<file path="src/rtl/dwc_pkg.sv">
// dwc_pkg: shared types and constants for the depthwise conv1d stream block
// no dependencies
package dwc_pkg;
  localparam int MaxChannels = 1024;
  localparam int MaxTaps = 32;
  localparam int SampleWidth = 16;
  localparam int ChW = $clog2(MaxChannels);
  localparam int TapW = $clog2(MaxTaps);
  localparam int AccW = 2 * SampleWidth + TapW + 2;
  localparam int MemAw = ChW + TapW;

  localparam logic [1:0] RegChannels = 2'd0;
  localparam logic [1:0] RegTaps = 2'd1;
  localparam logic [1:0] RegLeft = 2'd2;

  typedef enum logic [2:0] {
    ST_IDLE,
    ST_PREP,
    ST_MAC,
    ST_DRAIN,
    ST_FINISH,
    ST_OUT
  } dwc_state_t;

  typedef struct packed {
    logic load;
    logic clear_acc;
    logic mac_en;
    logic finish;
    logic advance;
  } dwc_cmd_t;

  typedef struct packed {
    logic is_sample;
    logic emit;
    logic tap_last;
  } dwc_status_t;
endpackage

</file>
<file path="src/rtl/dwc_ctrl.sv">
// dwc_ctrl: sequencer for one item, load, multiply-accumulate walk, result hold
// depends on dwc_pkg
module dwc_ctrl (
  input  logic                 clk,
  input  logic                 rst_n,
  input  logic                 in_tvalid,
  output logic                 in_tready,
  output logic                 out_tvalid,
  input  logic                 out_tready,
  input  dwc_pkg::dwc_status_t status,
  output dwc_pkg::dwc_cmd_t    cmd
);
  import dwc_pkg::*;

  dwc_state_t state_r, state_nxt;

  always_ff @(posedge clk) begin
    if (!rst_n) begin
      state_r <= ST_IDLE;
    end else begin
      state_r <= state_nxt;
    end
  end

  always_comb begin
    state_nxt = state_r;
    cmd = '0;
    in_tready = 1'b0;
    out_tvalid = 1'b0;
    case (state_r)
      ST_IDLE: begin
        in_tready = 1'b1;
        if (in_tvalid) begin
          cmd.load = 1'b1;
          state_nxt = ST_PREP;
        end
      end
      ST_PREP: begin
        if (!status.is_sample) begin
          state_nxt = ST_IDLE;
        end else if (!status.emit) begin
          cmd.advance = 1'b1;
          state_nxt = ST_IDLE;
        end else begin
          cmd.clear_acc = 1'b1;
          state_nxt = ST_MAC;
        end
      end
      ST_MAC: begin
        cmd.mac_en = 1'b1;
        if (status.tap_last) begin
          state_nxt = ST_DRAIN;
        end
      end
      ST_DRAIN: begin
        state_nxt = ST_FINISH;
      end
      ST_FINISH: begin
        cmd.finish = 1'b1;
        cmd.advance = 1'b1;
        state_nxt = ST_OUT;
      end
      ST_OUT: begin
        out_tvalid = 1'b1;
        if (out_tready) begin
          state_nxt = ST_IDLE;
        end
      end
      default: state_nxt = ST_IDLE;
    endcase
  end
endmodule

</file>
<file path="config.mk">
export PLATFORM = sky130hd
export DESIGN_NAME = dwc_ctrl
export DESIGN_NICKNAME = d
export VERILOG_FILES = /design/src/rtl/dwc_pkg.sv /design/src/rtl/dwc_ctrl.sv
export SDC_FILE = /design/constraint.sdc
export NUM_CORES = 1
export LEC_CHECK = 0
export ABC_AREA = 1
export BUFFER_PORTS_ARGS = -buffer_cell sky130_fd_sc_hd__buf_4
export CORE_AREA = 2 2 39 41
export CTS_CLUSTER_SIZE = 12
export DETAILED_ROUTE_END_ITERATION = 8
export DIE_AREA = 0 0 41 43
export PLACE_DENSITY = 0.34
export SLEW_MARGIN = 30
export SYNTH_ARGS = -nofsm -noshare
export SYNTH_HDL_FRONTEND = slang
export SYNTH_SLANG_ARGS = --single-unit
</file>
<file path="constraint.sdc">
create_clock -name clk -period 1.3 [get_ports clk]
set_input_delay 0.065 -clock clk [delete_from_list [all_inputs] [get_ports clk]]
set_output_delay 0.065 -clock clk [all_outputs]
set_load 0.02 [all_outputs]
</file>
After elaboration in Yosys (flattened, before gate mapping). Index checks and enable logic that the tools add are counted.

Equal/unequal tests: 8. Reductions and logical operators: 2. Multiplexer cells: 18.

Operators with widths (count): $pmux 3 s6 (1); $mux 3 (4); $mux 1 (11); $eq 3x2->1 const B (2); $eq 3x3->1 const B (2); $ne 2x2->1 const B (3); $eq 3x1->1 const B (1); $logic_not 3->1 (1); $reduce_and 3->1 (1); $mux 2 (1); $pmux 1 s2 (1).

Word-level logic and storage cells: 29. Flip-flop bits (word level): 3. Bits of input ports: 7.

Longest topological paths before layout. Gate-level depths: netlist of the first run.

Depth after elaboration: 3. Mapped depth: 6. Depth with buffers taken out: 5.

Worst setup path after synthesis of the first run. OpenSTA, ideal clock, no wires.

Kind: register -> output. From: register state_r[1]. To: output cmd[0] in the netlist's numbering. Path slack: 125 ps. Stages on the path, launching flop included: 4. Arrival: 1110 ps. Required time: 1235 ps. Path buffers: 1. Cell sequence: dfxtp_1 buf_2 nor3_2 o21bai_1.

RTL lines: start: declaration (RTL line dwc_ctrl.sv:15) `dwc_state_t state_r, state_nxt;`; start signal: assignment (RTL line dwc_ctrl.sv:21) `state_r <= state_nxt;`; end: declaration (RTL line dwc_ctrl.sv:11) `output dwc_pkg::dwc_cmd_t cmd`.

==> results of run 1 <==
-- cells in the mapped netlist --
cell,n
inv_1,6
nand3_1,5
inv_2,4
nor2_1,4
a21oi_1,3
dfxtp_1,3
nor3_1,3
nand4_1,2
nor2_2,2
buf_2,1
nand2_1,1
nor3_2,1
o21bai_1,1
-- cell type report --
class / instances / area [um2] / area share (%)
Multi-Input combinational cell: 22 / 123 / 33.3
Timing Repair Buffer: 13 / 97.6 / 26.5
Sequential cell: 3 / 63.8 / 17.3
Inverter: 10 / 37.5 / 10.2
Clock buffer: 4 / 26.3 / 7.14
Tap cell: 16 / 20.0 / 5.44
-- worst max-delay path by stage --
stage / end / slack [ps] / cells past startpoint
after global placement: cmd[0] / 230 / 4
after detailed placement: cmd[0] / 270 / 4
after floorplan: cmd[0] / 130 / 3
after CTS: cmd[0] / 20 / 4
final: cmd[0] / 100 / 4
after global routing: cmd[0] / 10 / 4
-- cell families after synthesis --
| family | count (synthesis) | synth area share [%] |
|---|---|---|
| simple gates | 18 | 42.8 |
| buf+inv | 11 | 19.4 |
| compound gates | 4 | 10.3 |
| flops | 3 | 27.4 |
-- power groups by stage --
| stage | combinational [uW] | sequential (uW) | clock [uW] |
|---|---|---|---|
| 3_5_place_dp | 95.2 | 110 | 0 |
| 6_report | 94.5 | 112 | 159 |
| 2_1_floorplan | 59.1 | 106 | 0 |
| 5_1_grt | 105 | 113 | 171 |
| 3_3_place_gp | 97.1 | 111 | 0 |
| 4_1_cts | 95.6 | 109 | 169 |
-- cells in the final DEF, fill, tap and decap left out --
cell type,n
buf_4,13
inv_1,6
nand3_1,5
inv_2,4
nor2_1,4
nor3_1,3
a21oi_1,3
clkbuf_4,3
dfxtp_2,3
nor2_2,2
nand4_1,2
nor3_4,1
nand2_1,1
o21bai_1,1
clkbuf_1,1
-- metrics by stage --
stage | utilization [%] | setup WS (ps)
6_report | 26.6 | 102
5_1_grt | 26.6 | 11.6
4_1_cts | 25.9 | 23.0
3_5_place_dp | 24.0 | 274
3_3_place_gp | 24.0 | 235
2_1_floorplan | - | 125
-- per-layer routing --
layer	wire length, um	vias to the layer above
li1	-	149
met1	194	127
met4	0	0
met2	290	7
met5	0	-
met3	38	0
-- worst max-delay path: stages, from the launching register on --
cell and delay, ps:
dfxtp_2 360, inv_2 70, nor3_4 190, o21bai_1 130
buf_4 150
-- timing repair --
item                                    in CTS  in global routing
gates resized for setup                      0                  4
endpoints found under the hold margin        0                  0
endpoints found under the setup margin       0                  1
==> key figures, run 1 <==
STA
  • Final Cycle Share: a little over 90%
  • Final TNS setup: 0 ps
  • Fin. Hold Viols: 0
  • Hold WS: 99.7 ps
  • Max-slew headroom: 85.4%
  • RSZ-0062 raised after global routing: false
  • Worst Max-Slew Pin Slew: 220 ps
  • Final Max Slew Viols: 0
  • Final Critical Period: between 1000 and 1500 ps
  • Worst Skew: 0.609 ps
  • Final-report setup violation count: 0
  • Maximum clock frequency: 835 MHz

Yosys
  • Cells after Synth: 36
  • Mapped Area: 219 um2
  • Synth area leader: dfxtp_1
  • Netlist cell types: 13
  • Yosys warning total: 0
  • Mean Syn Cell Area: 6.08 um2
  • Seq/Total Area, Yosys: 27.4%
  • Share of the synthesized area in the top cell type: 27.4%
  • Yosys reg bits: 3
  • Area contributors post-synth: dfxtp_1 (27%), nand3_1 (11%), inv_1 (10%)
  • Syn nets: 43

Finish
  • Largest Register: state_r
  • Largest register FFs: 3
  • Antenna cells: 0
  • Area grow syn2layout: 68.0%
  • Final instance area: between 300 and 400 um2
  • Post-route insts no fill: ~70
  • Regs by FF count: state_r: 3 flops
  • # fillers: about 170
  • Layout cell share with drive strength beyond 1: between 50% and 60%
  • Fin nets: 60

Power and ir drop
  • Switch Pwr: 107 uW
  • Sw frac: 29.3%
  • Int Pwr: 258 uW
  • PD cells: roughly 1000 mW/mm2
  • Sequential group share of total power: a little under a third
  • VDD IR max: 0.341 mV
  • Clk pwr share: a little over two fifths
  • Gate power share: between 20 and 30%
  • Leak: roughly 0.00019 uW
  • Pwr Total: 365 uW

Drt
  • Final wirelength: 523 um
  • Routed length per instance: 7.69 um
  • Detailed Routing Iterations Pass 1: 1
  • DR vias: 283
  • DRC: 0
  • Antenna Violating Nets Remaining: 0
  • Initial DRC count: 0
  • Vias/cell: roughly 4.2

Die
  • Core area: 0.00138 mm2
  • Row Count: 14
  • DIE AREA: 0.00176 mm2
  • Die width: 41 um
  • Die Span Y: about 43 um
  • Starting Density: 15.8%
  • I/O pins: 14

Worst setup path
  • Worst-path maximum fanout: 5
  • Setup CP Type: reg -> out
  • Crit path DAT: roughly 1100 ps
  • Type of origin of the critical path: flop
  • Worst Reg2Reg Path Length in Cells: 5
  • Worst setup path start: state_r[2]$_SDFFE_PN0P_
  • CP Capture Type: output pin
  • R2r startpoint: state_r[1]$_SDFFE_PN0P_
  • Critical Path RT: 1240 ps
  • R2R Setup Slk: around 370 ps
  • Reg-to-Reg End: state_r[0]$_SDFFE_PN0P_

Placement
  • Post-DP Area: between 300 and 400 um2
  • GP Congestion: 0.605
  • IO Port Bufs: 13
  • Post-DP HPWL: approximately 440 um
  • Placed insts: 64

GRT
  • Met1 Track Usage GR: 6.73%
  • Total track usage: 6.82%
  • Largest net degree at the start of global routing: 10
  • Gr busiest metal: met2
  • Gr ovfl total: 0
  • Antenna violations before repair: 0
  • Vias in the first global route: 242
  • Met2 usage: 10.0%
  • M3 GR Usage: 1.57%
  • First-pass GRT wire length: slightly below 800 um

Clocking
  • Post-CTS Setup Inserts: 0
  • CTS max path bufs: 2
  • Clock-pin slew on the worst setup and hold paths: 40 ps
  • Root buffer cell: clkbuf_4
  • # hold bufs at CTS: 0
  • H-tree Lvls: 1
  • Clk_lat worst skew: 230 ps
  • CTS sink cnt: 3
  • Num CTS Buffers: 3
  • TritonCTS clock tree: yes

Worst hold path
  • Depth of the worst hold-timing path: 3
  • Hold endpoint: state_r[2]$_SDFFE_PN0P_
  • HP Class: in -> reg
  • Hold wc startpoint: rst_n

Run status
  • Outcome: finished, final reports clean

Run
  • Number of max-cap violations: 0
(Power assumes the default switching activity.)
==> inputs of run 2 (changes only) <==
==> constraint.sdc (replaced) <==
create_clock -name clk -period 1.3 [get_ports clk]
set_input_delay 0.065 -clock clk [delete_from_list [all_inputs] [get_ports clk]]
set_output_delay 0.065 -clock clk [all_outputs]
set_load 0.1 [all_outputs]
==> run 2 against run 1 <==
- the run now ends with setup timing left
- final cell count is 7.4% higher
- first-iteration DRC count is 1 higher
- clock skew is 4.9 ps higher
- clock power hardly changed
- hold slack worse by 12 ps
- via count is 3.9% higher
- clock-buffer cell count stayed put
- total power is 42% higher
- die area stayed put
- highest routed layer unchanged
- largest power group is now combinational cells
==> key figures, run 2 (synthesis results as in run 1) <==
STA
  • Worst Skew: 5.46 ps
  • Fin. Hold Viols: 0
  • Setup ws final: -2.43 ps
  • Max-slew headroom: 81.7%
  • Final TNS setup: -2.43 ps
  • Worst Max-Slew Pin Slew: approximately 280 ps
  • Final Critical Period: 1300 ps
  • Final Cycle Share: 100%
  • Maximum clock frequency: approximately 770 MHz
  • Final-report setup violation count: 1
  • Hold WS: 87.9 ps
  • RSZ-0062 raised after global routing: true
  • Final Max Slew Viols: 0

Drt
  • Routed length per instance: 8.18 um
  • Final wirelength: 597 um
  • Initial DRC count: 1
  • Antenna Violating Nets Remaining: 0
  • DRC: 0
  • DR vias: 294
  • Detailed Routing Iterations Pass 1: 3
  • Vias/cell: roughly 4

Finish
  • Antenna cells: 0
  • Regs by FF count: state_r: 3 flops
  • Layout cell share with drive strength beyond 1: between 60% and 70%
  • Most frequent cells in the layout: buf_4 (13), nand3_1 (5), inv_2 (4), inv_1 (4), buf_12 (4)
  • Most common cell after layout, fill and taps aside: buf_4
  • Area grow syn2layout: 135%
  • Largest register FFs: 3
  • Largest Register: state_r
  • Fin nets: 65

Worst setup path
  • Critical Path RT: 1240 ps
  • Crit path DAT: 1240 ps
  • Family with the most delay on the worst path: buffers and inverters
  • CP Capture Type: output pin
  • Critical path's largest stage delay: 350 ps
  • R2r startpoint: state_r[0]$_SDFFE_PN0P_
  • Worst Reg2Reg Path Length in Cells: 7
  • Type of origin of the critical path: flop
  • Slowest-stage cell, CP: dfxtp_4
  • Worst path depth: 5
  • Setup CP Type: reg -> out
  • Reg-to-Reg End: state_r[0]$_SDFFE_PN0P_
  • Worst-path cell chain: buf_4 -> nor2_4 -> inv_2 -> nor3_4 -> buf_12
  • Worst setup path start: state_r[0]$_SDFFE_PN0P_
  • WP buf/inv: 3
  • R2R Setup Slk: 220 ps
  • Worst-path maximum fanout: 3
  • Critical Path End: cmd[4]

Clocking
  • Num CTS Buffers: 3
  • Clock-pin slew on the worst setup and hold paths: 40 ps
  • CTS max path bufs: 2
  • TritonCTS clock tree: yes
  • CTS sink cnt: 3
  • Clk_lat worst skew: 230 ps
  • H-tree Lvls: 1
  • Root buffer cell: clkbuf_4

Die
  • Die Span Y: 43 um
  • DIE AREA: roughly 0.0018 mm2
  • Starting Density: between 10% and 20%
  • Row Count: 14
  • I/O pins: 14
  • Core area: 0.00138 mm2
  • Die width: 41 um

Placement
  • IO Port Bufs: 13
  • GP Congestion: 0.763
  • Post-DP HPWL: between 400 and 500 um

Run
  • Number of max-cap violations: 0

Run status
  • Failing checks: setup timing
  • Outcome: finished with violations

GRT
  • Largest net degree at the start of global routing: 6
  • Total track usage: 7.94%
  • Antenna violations before repair: 0
  • Vias in the first global route: 250
  • Gr ovfl total: 0
  • First-pass GRT wire length: 938 um

Power and ir drop
  • VDD IR max: 0.403 mV
  • Leak: between 0.0002 and 0.00025 uW
  • PD cells: 1010 mW/mm2

Worst hold path
  • HP Class: in -> reg
[run 2: repair_timing]
item | in CTS | in global routing
setup endpoints to repair | 5 | 6
hold buffers | 0 | 0
buffers inserted | 1 | 1
gates resized for setup | 14 | 7
pin swaps | 0 | 1
endpoints found under the hold margin | 0 | 0
[run 2: how the worst min path moves through the flow]
| stage | startpoint | end | cells after the start |
|---|---|---|---|
| after floorplan | rst_n | state_r[2]$_SDFFE_PN0P_ | 2 |
| after global placement | rst_n | state_r[2]$_SDFFE_PN0P_ | 3 |
| after detailed placement | rst_n | state_r[1]$_SDFFE_PN0P_ | 3 |
| after CTS | rst_n | state_r[2]$_SDFFE_PN0P_ | 3 |
| after global routing | rst_n | state_r[2]$_SDFFE_PN0P_ | 3 |
| final | rst_n | state_r[1]$_SDFFE_PN0P_ | 3 |
[run 2: per-layer routing]
layer | vias to the layer above | wire length, um | GRT usage, %
li1 | 161 | - | -
met3 | 0 | 41 | 4.71
met5 | - | 0 | 0
met1 | 126 | 273 | 10.3
met2 | 7 | 282 | 10.9
met4 | 0 | 0 | 2.00
[run 2: stage by stage]
step | util [%] | setup WS (ps) | power, uW | cell area, um2 | cells
after detailed placement | 28.9 | 89.7 | 318 | 400 | 67
final | 37.2 | -2.43 | 518 | 514 | 73
after CTS | 35.1 | -24.5 | 511 | 485 | 72
after floorplan | - | -472 | 264 | 268 | 36
after global placement | 28.9 | 93.1 | 318 | 400 | 67
after global routing | 37.2 | -48.8 | 548 | 514 | 73
[run 2: final cells by class]
| class | count | area [um2] |
|---|---|---|
| Tap cell | 16 | 20.0 |
| Multi-Input combinational cell | 22 | 163 |
| Clock buffer | 4 | 26.3 |
| Sequential cell | 3 | 68.8 |
| Timing Repair Buffer | 18 | 193 |
| Inverter | 10 | 43.8 |
| Fill cell | 152 | 870 |
[run 2: power by group]
part / switching, uW / internal [uW]
registers: 8.90 / 97.6
logic: 157 / 94.3
clock network: 45.3 / 115
[run 2: tightest hold or removal path, cell delays in order]
cell	delay [ps]
buf_4	110
inv_1	60
a21oi_1	40
